--- src/rtl/skt_pkg.sv ---
`default_nettype none
// ---------------------------------------------------------------------------
// skt_pkg
// Shared types, constants and microcode for the scalar Kalman tracker.
// ---------------------------------------------------------------------------
package skt_pkg;

  localparam int CfgIndexW = 3;
  localparam int StepW     = 4;
  localparam int DivCntW   = 5;

  // Configuration register indexes
  localparam logic [CfgIndexW-1:0] RegProcessNoise     = 3'd0;
  localparam logic [CfgIndexW-1:0] RegMeasurementNoise = 3'd1;
  localparam logic [CfgIndexW-1:0] RegTimeStep         = 3'd2;
  localparam logic [CfgIndexW-1:0] RegInitialPosition  = 3'd3;
  localparam logic [CfgIndexW-1:0] RegInitialVariance  = 3'd4;

  // Reset values
  localparam logic [31:0]        ProcessNoiseRst     = 32'd1311;
  localparam logic [31:0]        MeasurementNoiseRst = 32'd32768;
  localparam logic [15:0]        TimeStepRst         = 16'd6554;
  localparam logic signed [31:0] InitialPositionRst  = 32'sd0;
  localparam logic [31:0]        InitialVarianceRst  = 32'd65536;
  localparam logic [31:0]        VarianceRst         = 32'd65536;

  localparam logic [16:0] OneQ16  = 17'h10000;
  localparam logic [15:0] GainMax = 16'hFFFF;

  // Last divider iteration: 17 quotient bits, counted 0..16
  localparam logic [DivCntW-1:0] DivLast = 5'd16;

  typedef struct packed {
    logic [31:0]        process_noise;
    logic [31:0]        measurement_noise;
    logic [15:0]        time_step;
    logic signed [31:0] initial_position;
    logic [31:0]        initial_variance;
  } cfg_regs_t;

  typedef enum logic [3:0] {
    OP_IDLE,
    OP_MUL_VEL,
    OP_PREDICT,
    OP_DIV,
    OP_GAIN,
    OP_MUL_CORR,
    OP_CORRECT,
    OP_MUL_VAR,
    OP_VARIANCE,
    OP_EMIT
  } op_t;

  typedef enum logic [2:0] {
    C_NEVER,
    C_ALWAYS,
    C_NO_START,
    C_DIV_MORE,
    C_OUT_BUSY
  } cond_t;

  typedef struct packed {
    op_t              op;
    cond_t            cond;
    logic [StepW-1:0] target;
    logic             last;
  } ucode_t;

  typedef struct packed {
    logic start;
    logic out_busy;
    logic div_more;
  } seq_status_t;

  localparam logic [StepW-1:0] StepIdle = 4'd0;
  localparam logic [StepW-1:0] StepDiv  = 4'd3;
  localparam logic [StepW-1:0] StepEmit = 4'd9;

  // Microprogram: one control word per step
  function automatic ucode_t ucode_rom(input logic [StepW-1:0] step);
    ucode_t w;
    w = '{op: OP_IDLE, cond: C_ALWAYS, target: StepIdle, last: 1'b0};
    case (step)
      4'd0: w = '{op: OP_IDLE,     cond: C_NO_START, target: StepIdle, last: 1'b0};
      4'd1: w = '{op: OP_MUL_VEL,  cond: C_NEVER,    target: StepIdle, last: 1'b0};
      4'd2: w = '{op: OP_PREDICT,  cond: C_NEVER,    target: StepIdle, last: 1'b0};
      4'd3: w = '{op: OP_DIV,      cond: C_DIV_MORE, target: StepDiv,  last: 1'b0};
      4'd4: w = '{op: OP_GAIN,     cond: C_NEVER,    target: StepIdle, last: 1'b0};
      4'd5: w = '{op: OP_MUL_CORR, cond: C_NEVER,    target: StepIdle, last: 1'b0};
      4'd6: w = '{op: OP_CORRECT,  cond: C_NEVER,    target: StepIdle, last: 1'b0};
      4'd7: w = '{op: OP_MUL_VAR,  cond: C_NEVER,    target: StepIdle, last: 1'b0};
      4'd8: w = '{op: OP_VARIANCE, cond: C_NEVER,    target: StepIdle, last: 1'b0};
      4'd9: w = '{op: OP_EMIT,     cond: C_OUT_BUSY, target: StepEmit, last: 1'b1};
      default: w = '{op: OP_IDLE, cond: C_ALWAYS, target: StepIdle, last: 1'b0};
    endcase
    return w;
  endfunction

  // Saturate a 36-bit signed value to the signed 32-bit range
  function automatic logic signed [31:0] sat_s32(input logic signed [35:0] v);
    logic signed [31:0] r;
    if (v > 36'sd2147483647) begin
      r = 32'sh7FFFFFFF;
    end else if (v < -36'sd2147483648) begin
      r = 32'sh80000000;
    end else begin
      r = v[31:0];
    end
    return r;
  endfunction

endpackage
`default_nettype wire

--- src/rtl/skt_in_if.sv ---
`default_nettype none
// ---------------------------------------------------------------------------
// skt_in_if
// Input channel: restart flag, velocity and measurement.
// ---------------------------------------------------------------------------
interface skt_in_if;
  logic               valid;
  logic               ready;
  logic               restart;
  logic signed [31:0] velocity;
  logic signed [31:0] measurement;

  modport source (output valid, output restart, output velocity, output measurement,
                  input ready);
  modport sink   (input valid, input restart, input velocity, input measurement,
                  output ready);
endinterface
`default_nettype wire

--- src/rtl/skt_out_if.sv ---
`default_nettype none
// ---------------------------------------------------------------------------
// skt_out_if
// Result channel: corrected estimate and its variance.
// ---------------------------------------------------------------------------
interface skt_out_if;
  logic               valid;
  logic               ready;
  logic signed [31:0] estimate;
  logic [31:0]        uncertainty;

  modport source (output valid, output estimate, output uncertainty, input ready);
  modport sink   (input valid, input estimate, input uncertainty, output ready);
endinterface
`default_nettype wire

--- src/rtl/skt_cfg_if.sv ---
`default_nettype none
// ---------------------------------------------------------------------------
// skt_cfg_if
// Configuration write channel: register index and data.
// ---------------------------------------------------------------------------
interface skt_cfg_if;
  logic        valid;
  logic        ready;
  logic [2:0]  index;
  logic [31:0] data;

  modport source (output valid, output index, output data, input ready);
  modport sink   (input valid, input index, input data, output ready);
endinterface
`default_nettype wire

--- src/rtl/skt_sequencer.sv ---
`default_nettype none
// ---------------------------------------------------------------------------
// skt_sequencer
// Step counter over the microcode ROM with conditional jumps.
// ---------------------------------------------------------------------------
module skt_sequencer
  import skt_pkg::*;
(
  input  wire logic        clk,
  input  wire logic        rst,
  input  wire seq_status_t status,
  output ucode_t           word
);

  logic [StepW-1:0] step;
  logic [StepW-1:0] step_next;
  logic             taken;

  assign word = ucode_rom(step);

  always_comb begin
    case (word.cond)
      C_NEVER:    taken = 1'b0;
      C_ALWAYS:   taken = 1'b1;
      C_NO_START: taken = !status.start;
      C_DIV_MORE: taken = status.div_more;
      C_OUT_BUSY: taken = status.out_busy;
      default:    taken = 1'b1;
    endcase
  end

  always_comb begin
    if (taken) begin
      step_next = word.target;
    end else if (word.last) begin
      step_next = StepIdle;
    end else begin
      step_next = step + 1'b1;
    end
  end

  always_ff @(posedge clk) begin
    if (rst) begin
      step <= StepIdle;
    end else begin
      step <= step_next;
    end
  end

endmodule
`default_nettype wire

--- src/rtl/skt_datapath.sv ---
`default_nettype none
// ---------------------------------------------------------------------------
// skt_datapath
// State, shared multiplier, restoring divider step and result register.
// ---------------------------------------------------------------------------
module skt_datapath
  import skt_pkg::*;
(
  input  wire logic               clk,
  input  wire logic               rst,
  input  wire ucode_t             word,
  input  wire cfg_regs_t          cfg,
  input  wire logic               in_valid,
  input  wire logic               in_restart,
  input  wire logic signed [31:0] in_velocity,
  input  wire logic signed [31:0] in_measurement,
  output logic                    in_ready,
  output logic                    out_valid,
  input  wire logic               out_ready,
  output logic signed [31:0]      out_estimate,
  output logic [31:0]             out_uncertainty,
  output seq_status_t             status
);

  logic signed [31:0] vel;
  logic signed [31:0] meas;
  logic signed [31:0] pos;
  logic [31:0]        var_q;
  logic signed [31:0] x;
  logic [31:0]        p;
  logic [32:0]        d;
  logic [33:0]        rem;
  logic [16:0]        q;
  logic [15:0]        k;
  logic signed [32:0] diff;
  logic signed [51:0] prod;
  logic [DivCntW-1:0] cnt;

  logic               in_fire;
  logic               out_busy;
  logic signed [33:0] mul_a;
  logic signed [17:0] mul_b;
  logic signed [51:0] prod_rnd;
  logic signed [35:0] rnd;
  logic [32:0]        p_sum;
  logic               ge;
  logic [33:0]        rem_sub;

  assign in_ready = (word.op == OP_IDLE);
  assign in_fire  = in_ready && in_valid;
  assign out_busy = out_valid && !out_ready;

  assign status.start    = in_valid;
  assign status.out_busy = out_busy;
  assign status.div_more = (cnt != DivLast);

  // Shared multiplier operand select
  always_comb begin
    case (word.op)
      OP_MUL_VEL: begin
        mul_a = {{2{vel[31]}}, vel};
        mul_b = {2'b00, cfg.time_step};
      end
      OP_MUL_CORR: begin
        mul_a = {diff[32], diff};
        mul_b = {2'b00, k};
      end
      OP_MUL_VAR: begin
        mul_a = {2'b00, p};
        mul_b = {1'b0, OneQ16 - {1'b0, k}};
      end
      default: begin
        mul_a = '0;
        mul_b = '0;
      end
    endcase
  end

  // Round to nearest, ties up: floor((prod + 0.5) / 2^16)
  assign prod_rnd = prod + 52'sd32768;
  assign rnd      = prod_rnd[51:16];

  assign p_sum   = {1'b0, var_q} + {1'b0, cfg.process_noise};
  assign ge      = (rem >= {1'b0, d});
  assign rem_sub = ge ? (rem - {1'b0, d}) : rem;

  always_ff @(posedge clk) begin
    if (rst) begin
      pos       <= InitialPositionRst;
      var_q     <= VarianceRst;
      out_valid <= 1'b0;
    end else begin
      if (word.op == OP_EMIT && !out_busy) begin
        out_valid <= 1'b1;
      end else if (out_valid && out_ready) begin
        out_valid <= 1'b0;
      end
      case (word.op)
        OP_IDLE: begin
          if (in_fire && in_restart) begin
            pos   <= cfg.initial_position;
            var_q <= cfg.initial_variance;
          end
        end
        OP_CORRECT:  pos   <= sat_s32({{4{x[31]}}, x} + rnd);
        OP_VARIANCE: var_q <= rnd[31:0];
        default: ;
      endcase
    end
  end

  // Datapath registers without reset
  always_ff @(posedge clk) begin
    case (word.op)
      OP_IDLE: begin
        if (in_fire) begin
          vel  <= in_velocity;
          meas <= in_measurement;
        end
      end
      OP_MUL_VEL: begin
        prod <= mul_a * mul_b;
        p    <= p_sum[32] ? 32'hFFFFFFFF : p_sum[31:0];
      end
      OP_PREDICT: begin
        x   <= sat_s32({{4{pos[31]}}, pos} + rnd);
        d   <= {1'b0, p} + {1'b0, cfg.measurement_noise};
        rem <= {2'b00, p};
        q   <= '0;
        cnt <= '0;
      end
      OP_DIV: begin
        rem <= {rem_sub[32:0], 1'b0};
        q   <= {q[15:0], ge};
        cnt <= cnt + 1'b1;
      end
      OP_GAIN: begin
        if (d == '0) begin
          k <= '0;
        end else if (q[16]) begin
          k <= GainMax;
        end else begin
          k <= q[15:0];
        end
        diff <= {meas[31], meas} - {x[31], x};
      end
      OP_MUL_CORR: prod <= mul_a * mul_b;
      OP_MUL_VAR:  prod <= mul_a * mul_b;
      OP_EMIT: begin
        if (!out_busy) begin
          out_estimate    <= pos;
          out_uncertainty <= var_q;
        end
      end
      default: ;
    endcase
  end

endmodule
`default_nettype wire

--- src/rtl/scalar_kalman_tracker.sv ---
`default_nettype none
// ---------------------------------------------------------------------------
// scalar_kalman_tracker
// Scalar fixed-point Kalman position tracker run by a microcoded sequencer.
// ---------------------------------------------------------------------------
// Usage:
//   req : one transaction per sensor ping (restart, velocity, measurement).
//         restart = 1 reloads position/variance from the initial-value
//         registers before the predict step.
//   rsp : one transaction per ping carrying the corrected estimate (signed
//         Q16.16) and its variance (unsigned Q16.16).
//   cfg : register writes, index 0..4 = process noise, measurement noise,
//         time step, initial position, initial variance; other indexes are
//         dropped. Always ready. Write only while the tracker is idle.
// Sequence:
//   Each req runs through predict, the gain divider loop (17 quotient bits),
//   correction and variance update, using three passes through the shared
//   34x18 multiplier; a new req is taken only once the result is emitted.
//   req.ready is high only while the sequencer sits in its idle step.
// Reset (rst, synchronous): position 0, variance 1.0, registers to defaults,
//   no result pending.
// Stall: the result register holds while rsp.ready is low; the next req can
//   be taken and computed meanwhile, the sequencer then waits at its final
//   step until the result register frees up.
// ---------------------------------------------------------------------------
module scalar_kalman_tracker
  import skt_pkg::*;
(
  input  wire logic clk,
  input  wire logic rst,
  skt_in_if.sink    req,
  skt_out_if.source rsp,
  skt_cfg_if.sink   cfg
);

  cfg_regs_t   regs;
  ucode_t      word;
  seq_status_t status;

  // Configuration registers, written on any cfg transaction to index 0..4
  assign cfg.ready = 1'b1;

  always_ff @(posedge clk) begin
    if (rst) begin
      regs.process_noise     <= ProcessNoiseRst;
      regs.measurement_noise <= MeasurementNoiseRst;
      regs.time_step         <= TimeStepRst;
      regs.initial_position  <= InitialPositionRst;
      regs.initial_variance  <= InitialVarianceRst;
    end else if (cfg.valid && cfg.ready) begin
      case (cfg.index)
        RegProcessNoise:     regs.process_noise     <= cfg.data;
        RegMeasurementNoise: regs.measurement_noise <= cfg.data;
        RegTimeStep:         regs.time_step         <= cfg.data[15:0];
        RegInitialPosition:  regs.initial_position  <= cfg.data;
        RegInitialVariance:  regs.initial_variance  <= cfg.data;
        default: ;  // unknown index: ignored
      endcase
    end
  end

  // Step counter and microcode ROM
  skt_sequencer u_seq (
    .clk    (clk),
    .rst    (rst),
    .status (status),
    .word   (word)
  );

  // Arithmetic, state and result register
  skt_datapath u_dp (
    .clk             (clk),
    .rst             (rst),
    .word            (word),
    .cfg             (regs),
    .in_valid        (req.valid),
    .in_restart      (req.restart),
    .in_velocity     (req.velocity),
    .in_measurement  (req.measurement),
    .in_ready        (req.ready),
    .out_valid       (rsp.valid),
    .out_ready       (rsp.ready),
    .out_estimate    (rsp.estimate),
    .out_uncertainty (rsp.uncertainty),
    .status          (status)
  );

endmodule
`default_nettype wire

--- src/flat_wrapper.sv ---
// flat-port wrapper written by rule: the top's interface ports become plain ports
module scalar_kalman_tracker_flat import skt_pkg::*;
  (clk, rst, req_valid, req_restart, req_velocity, req_measurement, req_ready, rsp_valid, rsp_estimate, rsp_uncertainty, rsp_ready, cfg_valid, cfg_index, cfg_data, cfg_ready);
  skt_in_if req_i ();
  skt_out_if rsp_i ();
  skt_cfg_if cfg_i ();
  input  wire logic clk;
  input  wire logic rst;
  input wire logic [$bits(req_i.valid)-1:0] req_valid;
  input wire logic [$bits(req_i.restart)-1:0] req_restart;
  input wire logic [$bits(req_i.velocity)-1:0] req_velocity;
  input wire logic [$bits(req_i.measurement)-1:0] req_measurement;
  output wire logic [$bits(req_i.ready)-1:0] req_ready;
  output wire logic [$bits(rsp_i.valid)-1:0] rsp_valid;
  output wire logic [$bits(rsp_i.estimate)-1:0] rsp_estimate;
  output wire logic [$bits(rsp_i.uncertainty)-1:0] rsp_uncertainty;
  input wire logic [$bits(rsp_i.ready)-1:0] rsp_ready;
  input wire logic [$bits(cfg_i.valid)-1:0] cfg_valid;
  input wire logic [$bits(cfg_i.index)-1:0] cfg_index;
  input wire logic [$bits(cfg_i.data)-1:0] cfg_data;
  output wire logic [$bits(cfg_i.ready)-1:0] cfg_ready;
  assign req_i.valid = req_valid;
  assign req_i.restart = req_restart;
  assign req_i.velocity = req_velocity;
  assign req_i.measurement = req_measurement;
  assign req_ready = req_i.ready;
  assign rsp_valid = rsp_i.valid;
  assign rsp_estimate = rsp_i.estimate;
  assign rsp_uncertainty = rsp_i.uncertainty;
  assign rsp_i.ready = rsp_ready;
  assign cfg_i.valid = cfg_valid;
  assign cfg_i.index = cfg_index;
  assign cfg_i.data = cfg_data;
  assign cfg_ready = cfg_i.ready;
  scalar_kalman_tracker u_core (.clk(clk), .rst(rst), .req(req_i), .rsp(rsp_i), .cfg(cfg_i));
endmodule
--- config.mk ---
export PLATFORM = sky130hd
export DESIGN_NAME = scalar_kalman_tracker_flat
export DESIGN_NICKNAME = d
export VERILOG_FILES = /design/src/rtl/skt_pkg.sv /design/src/rtl/skt_in_if.sv /design/src/rtl/skt_out_if.sv /design/src/rtl/skt_cfg_if.sv /design/src/rtl/skt_sequencer.sv /design/src/rtl/skt_datapath.sv /design/src/rtl/scalar_kalman_tracker.sv /design/src/flat_wrapper.sv
export SDC_FILE = /design/constraint.sdc
export NUM_CORES = 2
export LEC_CHECK = 0
export BUFFER_PORTS_ARGS = -buffer_cell sky130_fd_sc_hd__buf_2
export CAP_MARGIN = 0
export CORE_MARGIN = 2
export CORE_UTILIZATION = 55
export CTS_CLUSTER_DIAMETER = 100
export DETAILED_ROUTE_END_ITERATION = 8
export HOLD_SLACK_MARGIN = 0.12
export PLACE_DENSITY = 0.78
export SLEW_MARGIN = 20
export SYNTH_ARGS = -nofsm -noshare
export SYNTH_HDL_FRONTEND = slang
export SYNTH_SLANG_ARGS = --single-unit
export TNS_END_PERCENT = 50
--- constraint.sdc ---
create_clock -name clk -period 13.9 [get_ports clk]
set_input_delay 2.78 -clock clk [delete_from_list [all_inputs] [get_ports clk]]
set_output_delay 2.78 -clock clk [all_outputs]
set_load 0.02 [all_outputs]
Word-level counts from Yosys, hierarchy flattened

Memories as Yosys holds them, arrays and structs flattened. A register that Yosys moved wholly into a read port is not among the register bits.
Cells that the tools add are included.

Memories kept: 1
Register bits: 595
Output and inout bits: 67
Memory bits (read-only): 176
Input bits: 105
Word-level logic and storage cells: 104

Bitwise operators: 1
Multiplexer cells: 20
Multipliers: 1
Order comparisons: 5
Eq/ne operators: 18
Reductions and logical operators: 26
Add/sub/neg operators: 10

Memory list:

| name             | depth | bits a word | read ports | clocked after memory_dff | wr ports | RTL line      | text |
|---|---|---|---|---|---|---|---|
| (name not given) | 16    | 11          | 1          | 1                        | 0        | skt_pkg.sv:83 | `case (step)` |

Operators with widths:

| operator                                                                          | number |
|---|---|
| 32-bit 2-to-1 mux                                                                 | 5 |
| 32-bit one-hot mux with 2 select lines                                            | 2 |
| 34-bit one-hot mux with 3 select lines                                            | 1 |
| 36-bit adder                                                                      | 2 |
| 36-bit by 32-bit greater-than comparator with 1-bit output, second input constant | 2 |
| 36-bit by 32-bit < comparator with 1-bit output, second input constant            | 2 |
| 34-bit one-hot mux with 2 select lines                                            | 1 |
| 32-bit by 32-bit adder with 33-bit output                                         | 2 |
| 52-bit by 17-bit adder with 52-bit output, second input constant                  | 1 |
| 34-bit by 18-bit multiplier with 52-bit output                                    | 1 |
| 17-bit one-hot mux with 3 select lines                                            | 1 |
| 34-bit by 33-bit greater-or-equal comparator with 1-bit output                    | 1 |
| 17-bit one-hot mux with 2 select lines                                            | 1 |
| 33-bit logical NOT                                                                | 1 |
| 33-bit 2-to-1 mux                                                                 | 1 |
| 32-bit by 32-bit subtractor with 33-bit output                                    | 1 |
| 33-bit subtractor                                                                 | 1 |
| 2-bit AND reduction                                                               | 9 |
| 17-bit by 16-bit subtractor with 17-bit output, first input constant              | 1 |
| 4-bit by 3-bit == test with 1-bit output, second input constant                   | 4 |
| 16-bit 2-to-1 mux                                                                 | 1 |
| 3-bit by 2-bit == test with 1-bit output, second input constant                   | 4 |
| 4-bit 2-to-1 mux                                                                  | 3 |
| 5-bit one-hot mux with 2 select lines                                             | 1 |
| 18 further kinds                                                                  | 32 |

Longest topological paths before layout

Depth after elaboration: 6
Gate-level depth with buffers: 33
Mapped depth without buffers: 31

Hierarchy

Synthesis repeated with hierarchy kept, for this count alone.

Cell total of the unflattened synthesis: 5538
Area, all modules: 52385.2 um2

By module, submodules not included:

| module                | area each (um2) | cells each | sequential area each (um2) | instances |
|---|---|---|---|---|
| skt_datapath          | 46020.4         | 4954       | 12321.8                    | 1 |
| scalar_kalman_tracker | 5753.0          | 525        | 2882.8                     | 1 |
| skt_sequencer         | 611.8           | 59         | 260.2                      | 1 |

Worst setup path after synthesis

Ideal clock, no wire load.

Kind: flip-flop to flip-flop
Start: reg u_core.u_seq.word[8] (netlist name)
End: reg u_core.u_dp.prod[48] (data pin)
Arrival time: 8869 ps
Setup time: 258 ps
Data required time: 13642 ps
Buffers on the path: 4
Stages on the path, launching flop included: 28
Period minus slack after synthesis: 9127 ps
Path slack: 4773 ps
Cells stage by stage: dfxtp_1 > clkbuf_1 > nand2_1 > nor3_1 > clkbuf_1 > buf_1 > nand2_1 > o21ai_1 > clkbuf_1 > nand2_1 > fa_1 > fa_1 > fa_1 > fa_1 > inv_1 > fa_1 > fa_1 > ha_1 > or3_1 > a221o_1 > a31oi_1 > o31a_1 > a211oi_1 > o21ai_0 > a21oi_1 > or3b_2 > a31oi_1 > xnor2_1

Longest elaborated chain between the ends: 3
Elaborated cells between the ends (all ways): 6
Classes of those cells: 1 x mul; 3 x eq/ne; 2 x mux

Ends and longest elaborated chain:

| item                                                                                                 | RTL line                                                      | text |
|---|---|---|
| 4-bit by 3-bit == test with 1-bit output or 4-bit by 1-bit == test with 1-bit output (tied branches) | skt_datapath.sv:59, skt_datapath.sv:114                       |  |
| 34-bit one-hot mux with 3 select lines or 17-bit one-hot mux with 3 select lines (tied branches)     | skt_datapath.sv:59                                            | `case (word.op)` |
| 34-bit by 18-bit multiplier with 52-bit output (*)                                                   | skt_datapath.sv:122, skt_datapath.sv:147, skt_datapath.sv:148 |  |
| to (signal assigned)                                                                                 | skt_datapath.sv:122                                           | `prod <= mul_a * mul_b;` |
| to (signal assigned)                                                                                 | skt_datapath.sv:147                                           | `OP_MUL_CORR: prod <= mul_a * mul_b;` |
| to (signal assigned)                                                                                 | skt_datapath.sv:148                                           | `OP_MUL_VAR: prod <= mul_a * mul_b;` |
| to (decl)                                                                                            | skt_datapath.sv:36                                            | `logic signed [51:0] prod;` |

Mark *: on every way between the ends. The rest lies on a longest branch, timed or not.
A chain may end at the register's enable or synchronous reset.

Worst setup path after layout

Start: reg u_core.u_seq.word[9] (netlist name)
End: reg u_core.u_dp.prod[47] (data pin)

Longest elaborated chain between the ends: 3
Elaborated cells between the ends (all ways): 6
Classes of those cells: 1 x mul; 3 x eq/ne; 2 x mux

Ends and longest elaborated chain:

| item                                                                                                 | RTL line |
|---|---|
| 4-bit by 3-bit == test with 1-bit output or 4-bit by 1-bit == test with 1-bit output (tied branches) | skt_datapath.sv:59, skt_datapath.sv:114 |
| 34-bit one-hot mux with 3 select lines or 17-bit one-hot mux with 3 select lines (tied branches)     | skt_datapath.sv:59 |
| 34-bit by 18-bit multiplier with 52-bit output (*)                                                   | skt_datapath.sv:122, skt_datapath.sv:147, skt_datapath.sv:148 |

Marks and branches as above.

==> flow_metrics.py <==
metrics = {
    "cells_and_area": {
        "fin_nets": 6577,
        "drive_above_1_share": 0.0682,
        "syn_to_final_growth_pct": 8.64,
        "finalNonFillerCells": 6908,
        "finalInstanceArea_sq_um": 55400,
        "fin_util": 0.604,
    },
    "die": {
        "die_area_sq_um": 95200,
        "num_rows": 111,
        "design.core.area_sq_um": 91800,
        "dieWidth_um": 309,
        "initial_core_util": 0.556,
        "io_pins": 172,
        "die_h_um": 309,
    },
    "detailed_routing": {
        "via_per_inst": 5.95,
        "wl_um": 155000,
        "routed-via-count": 41134,
        "avgRoutedWirePerCell_um": 22.4,
        "dr.max_layer_used": "met5",
        "met3_length_um": 15200,
        "drt_first_pass_iters": 8,
        "wl_met1_um": 60500,
        "ant_nets": 0,
        "route.detailed.drc": 0,
        "dr.first_iter.drc_count": 4442,
        "wl_met2_um": 70300,
    },
    "place": {
        "place.gp.congestion": 0.969,
        "place_area_sq_um": 53100,
        "dp.cells": 6777,
        "hpwl_um": 119000,
        "port_buffers": 170,
    },
    "sta": {
        "min_period_over_period": 0.722,
        "finalSetupViolCount": 0,
        "fmax_ghz": 0.0996,
        "tightest_slew_ps": 1140,
        "rsz0062_at_grt": "no",
        "finalHoldViolations": 0,
        "setup_tns_ps": 0,
        "maxSlewViolCount": 0,
        "slew_headroom": 0.242,
        "fin_crit_ps": 10040,
        "fin_worst_skew_ps": 40.5,
    },
    "synthesis": {
        "synth_compound_area_frac": 0.128,
        "synthCells": 5542,
        "synthSimpleGateAreaFrac": 0.151,
        "synthTopCellsByArea": "edfxtp_1, fa_1, dfxtp_1",
        "synthMuxAreaShare": 0.00969,
        "synth_top_area_share": 0.216,
        "synthArstFlopShare": 0,
        "ys_top_cells_by_count": "nand2_1, inv_1, fa_1",
        "synth.most_common_cell": "nand2_1",
        "netlist_area_sq_um": 51000,
        "synth_cell_types": 83,
        "syn_area_per_cell_sq_um": 9.20,
        "synth_seq_area_share": 0.303,
        "synth-xor-area-share": 0.0424,
        "synth_top_family_by_area": "adder cells",
        "yosysTopAreaCell": "edfxtp_1",
        "ys.flop_type": "edfxtp_1",
        "synth_fa_ha_area_frac": 0.293,
        "synth_seq_cells": 589,
        "yosys_warnings": 0,
        "synth_edf_count": 367,
    },
    "global_route": {
        "grt_usage": 0.331,
        "grt_max_degree": 100,
        "antenna_found_initial": 12,
        "grt.overflow.total": 0,
        "grt_pass1_wl_um": 238000,
        "grt_pass1_vias": 40819,
    },
    "setup_path": {
        "path_class": "flip-flop to flip-flop",
        "crit_arrival_ps": 10420,
        "startpoint_type": "flip-flop",
        "worstPathMaxFanout": 83,
        "required_ps": 14280,
        "crit_path_end_kind": "flip-flop",
    },
    "clock_network": {
        "hold_buffers": 0,
        "cts_tree": "done",
        "cts_buffer_depth": 3,
        "root_buffer": "clkbuf_16",
        "post_cts_resized": 0,
        "cts_max_level": 3,
        "clkSlewWorstSetupHoldPaths_ps": 60,
        "clk_latency_ps": 650,
        "cts.sinks": 589,
        "cts_setup_buffers": 0,
        "cts_buffers": 67,
    },
    "run_status": {
        "outcome": "finished, final reports clean",
    },
    "pwr": {
        "vdd_drop_max_uv": 102,
        "power_density_nw_per_um2": 110,
        "power.leakage_nw": 25.1,
    },
    "run": {
        "drv_cap": 0,
    },
    "worst_hold_path": {
        "hp-class": "flip-flop to flip-flop",
    },
}
## worst max-delay path, stage by stage (launching register included)
cell	delay, ps
dfxtp_1	490
clkinv_1	290
nand2_1	220
nor3_2	160
buf_4	800
a221o_2	980
nand2_1	180
fa_1	560
inv_1	50
fa_1	450
ha_1	330
fa_1	510
fa_1	510
fa_1	490
ha_1	230
or3_1	350
a221o_1	280
a31oi_1	440
o31a_1	410
a211oi_1	180
o21ai_0	620
a21oi_1	320
or3b_2	550
and2_1	190
xnor2_1	130
## area by class of cell
| type | instances | area [sq um] |
|---|---|---|
| well taps | 1243 | 1560 |
| inverters | 761 | 2860 |
| flip-flops and latches | 589 | 15500 |
| multi-input cells | 3970 | 32000 |
| diodes | 8 | 20.0 |
| clock inverters | 24 | 231 |
| repair buffers | 215 | 1210 |
| clock buffers | 98 | 2030 |
| fillers | 7802 | 36400 |
## registers in the layout, summed over array words and instances, names as in the netlist, 4 cells and up
| name | cells |
|---|---|
| u_core.u_seq.step | 4 |
| u_core.u_dp.prod | 37 |
| u_core.regs | 144 |
| u_core.u_seq.word | 9 |
| u_core.u_dp.k | 16 |
| u_core.u_dp.pos | 32 |
| u_core.u_dp.diff | 33 |
| u_core.u_dp.out_uncertainty | 32 |
| u_core.u_dp.q | 17 |
| u_core.u_dp.rem | 34 |
| u_core.u_dp.d | 33 |
| u_core.u_dp.vel | 32 |
| u_core.u_dp.meas | 32 |
| u_core.u_dp.x | 32 |
| u_core.u_dp.cnt | 5 |
| u_core.u_dp.p | 32 |
| u_core.u_dp.var_q | 32 |
| u_core.u_dp.out_estimate | 32 |
## cell usage in the layout (no fill, tap or decap), drive strengths merged, types with 86 or more instances in the layout
cell type    n
a21oi      372
xnor2      160
nand2      972
inv        765
xor2        86
o21ai      152
a21o       100
nor2       385
buf        215
fa         544
clkbuf      98
edfxtp     367
dfxtp      222
ha         324
## report_power, final
part	leakage [nW]	switching (mW)	total (mW)	internal, mW
logic	18.7	1.36	2.10	0.736
registers	5.23	0.149	2.20	2.05
clock network	1.11	0.757	1.82	1.06
## path summary, 6_finish.rpt
| path | startpoint | end | slack (ps) | cells past startpoint |
|---|---|---|---|---|
| worst max register to register | u_core.u_seq.word[9] | u_core.u_dp.prod[47] | 3860 | 24 |
| worst min-delay path | u_core.regs[23] | u_core.regs[23] | 450 | 2 |
| worst min register to register | u_core.regs[23] | u_core.regs[23] | 450 | 2 |
| worst max-delay path | u_core.u_seq.word[9] | u_core.u_dp.prod[47] | 3860 | 24 |
## metrics by stage
stage / hold WS (ps) / total power, mW / setup slack (ps)
2_1_floorplan: 432 / 3.63 / 4770
3_3_place_gp: 442 / 4.24 / 4370
3_5_place_dp: 447 / 4.28 / 4200
4_1_cts: 455 / 6.09 / 4070
5_1_grt: 465 / 6.40 / 3510
6_report: 455 / 6.12 / 3860
## metal layers
layer / vias up / GRT usage
li1: 18427 / -
met1: 20129 / 0.442
met2: 2094 / 0.515
met3: 476 / 0.0630
met4: 8 / 0.173
met5: - / 0
## kinds of logic (layout without fill, tap and decap cells)
group           after synthesis  in the layout
mux                          49             49
fa+ha+maj                   868            868
other cells                   2             11
xor+xnor                    246            246
compound gates             1022           1022
flops                       589            589
buf+inv                     984           1098
simple gates               1782           1782
Power figures use the tool's default switching activity.
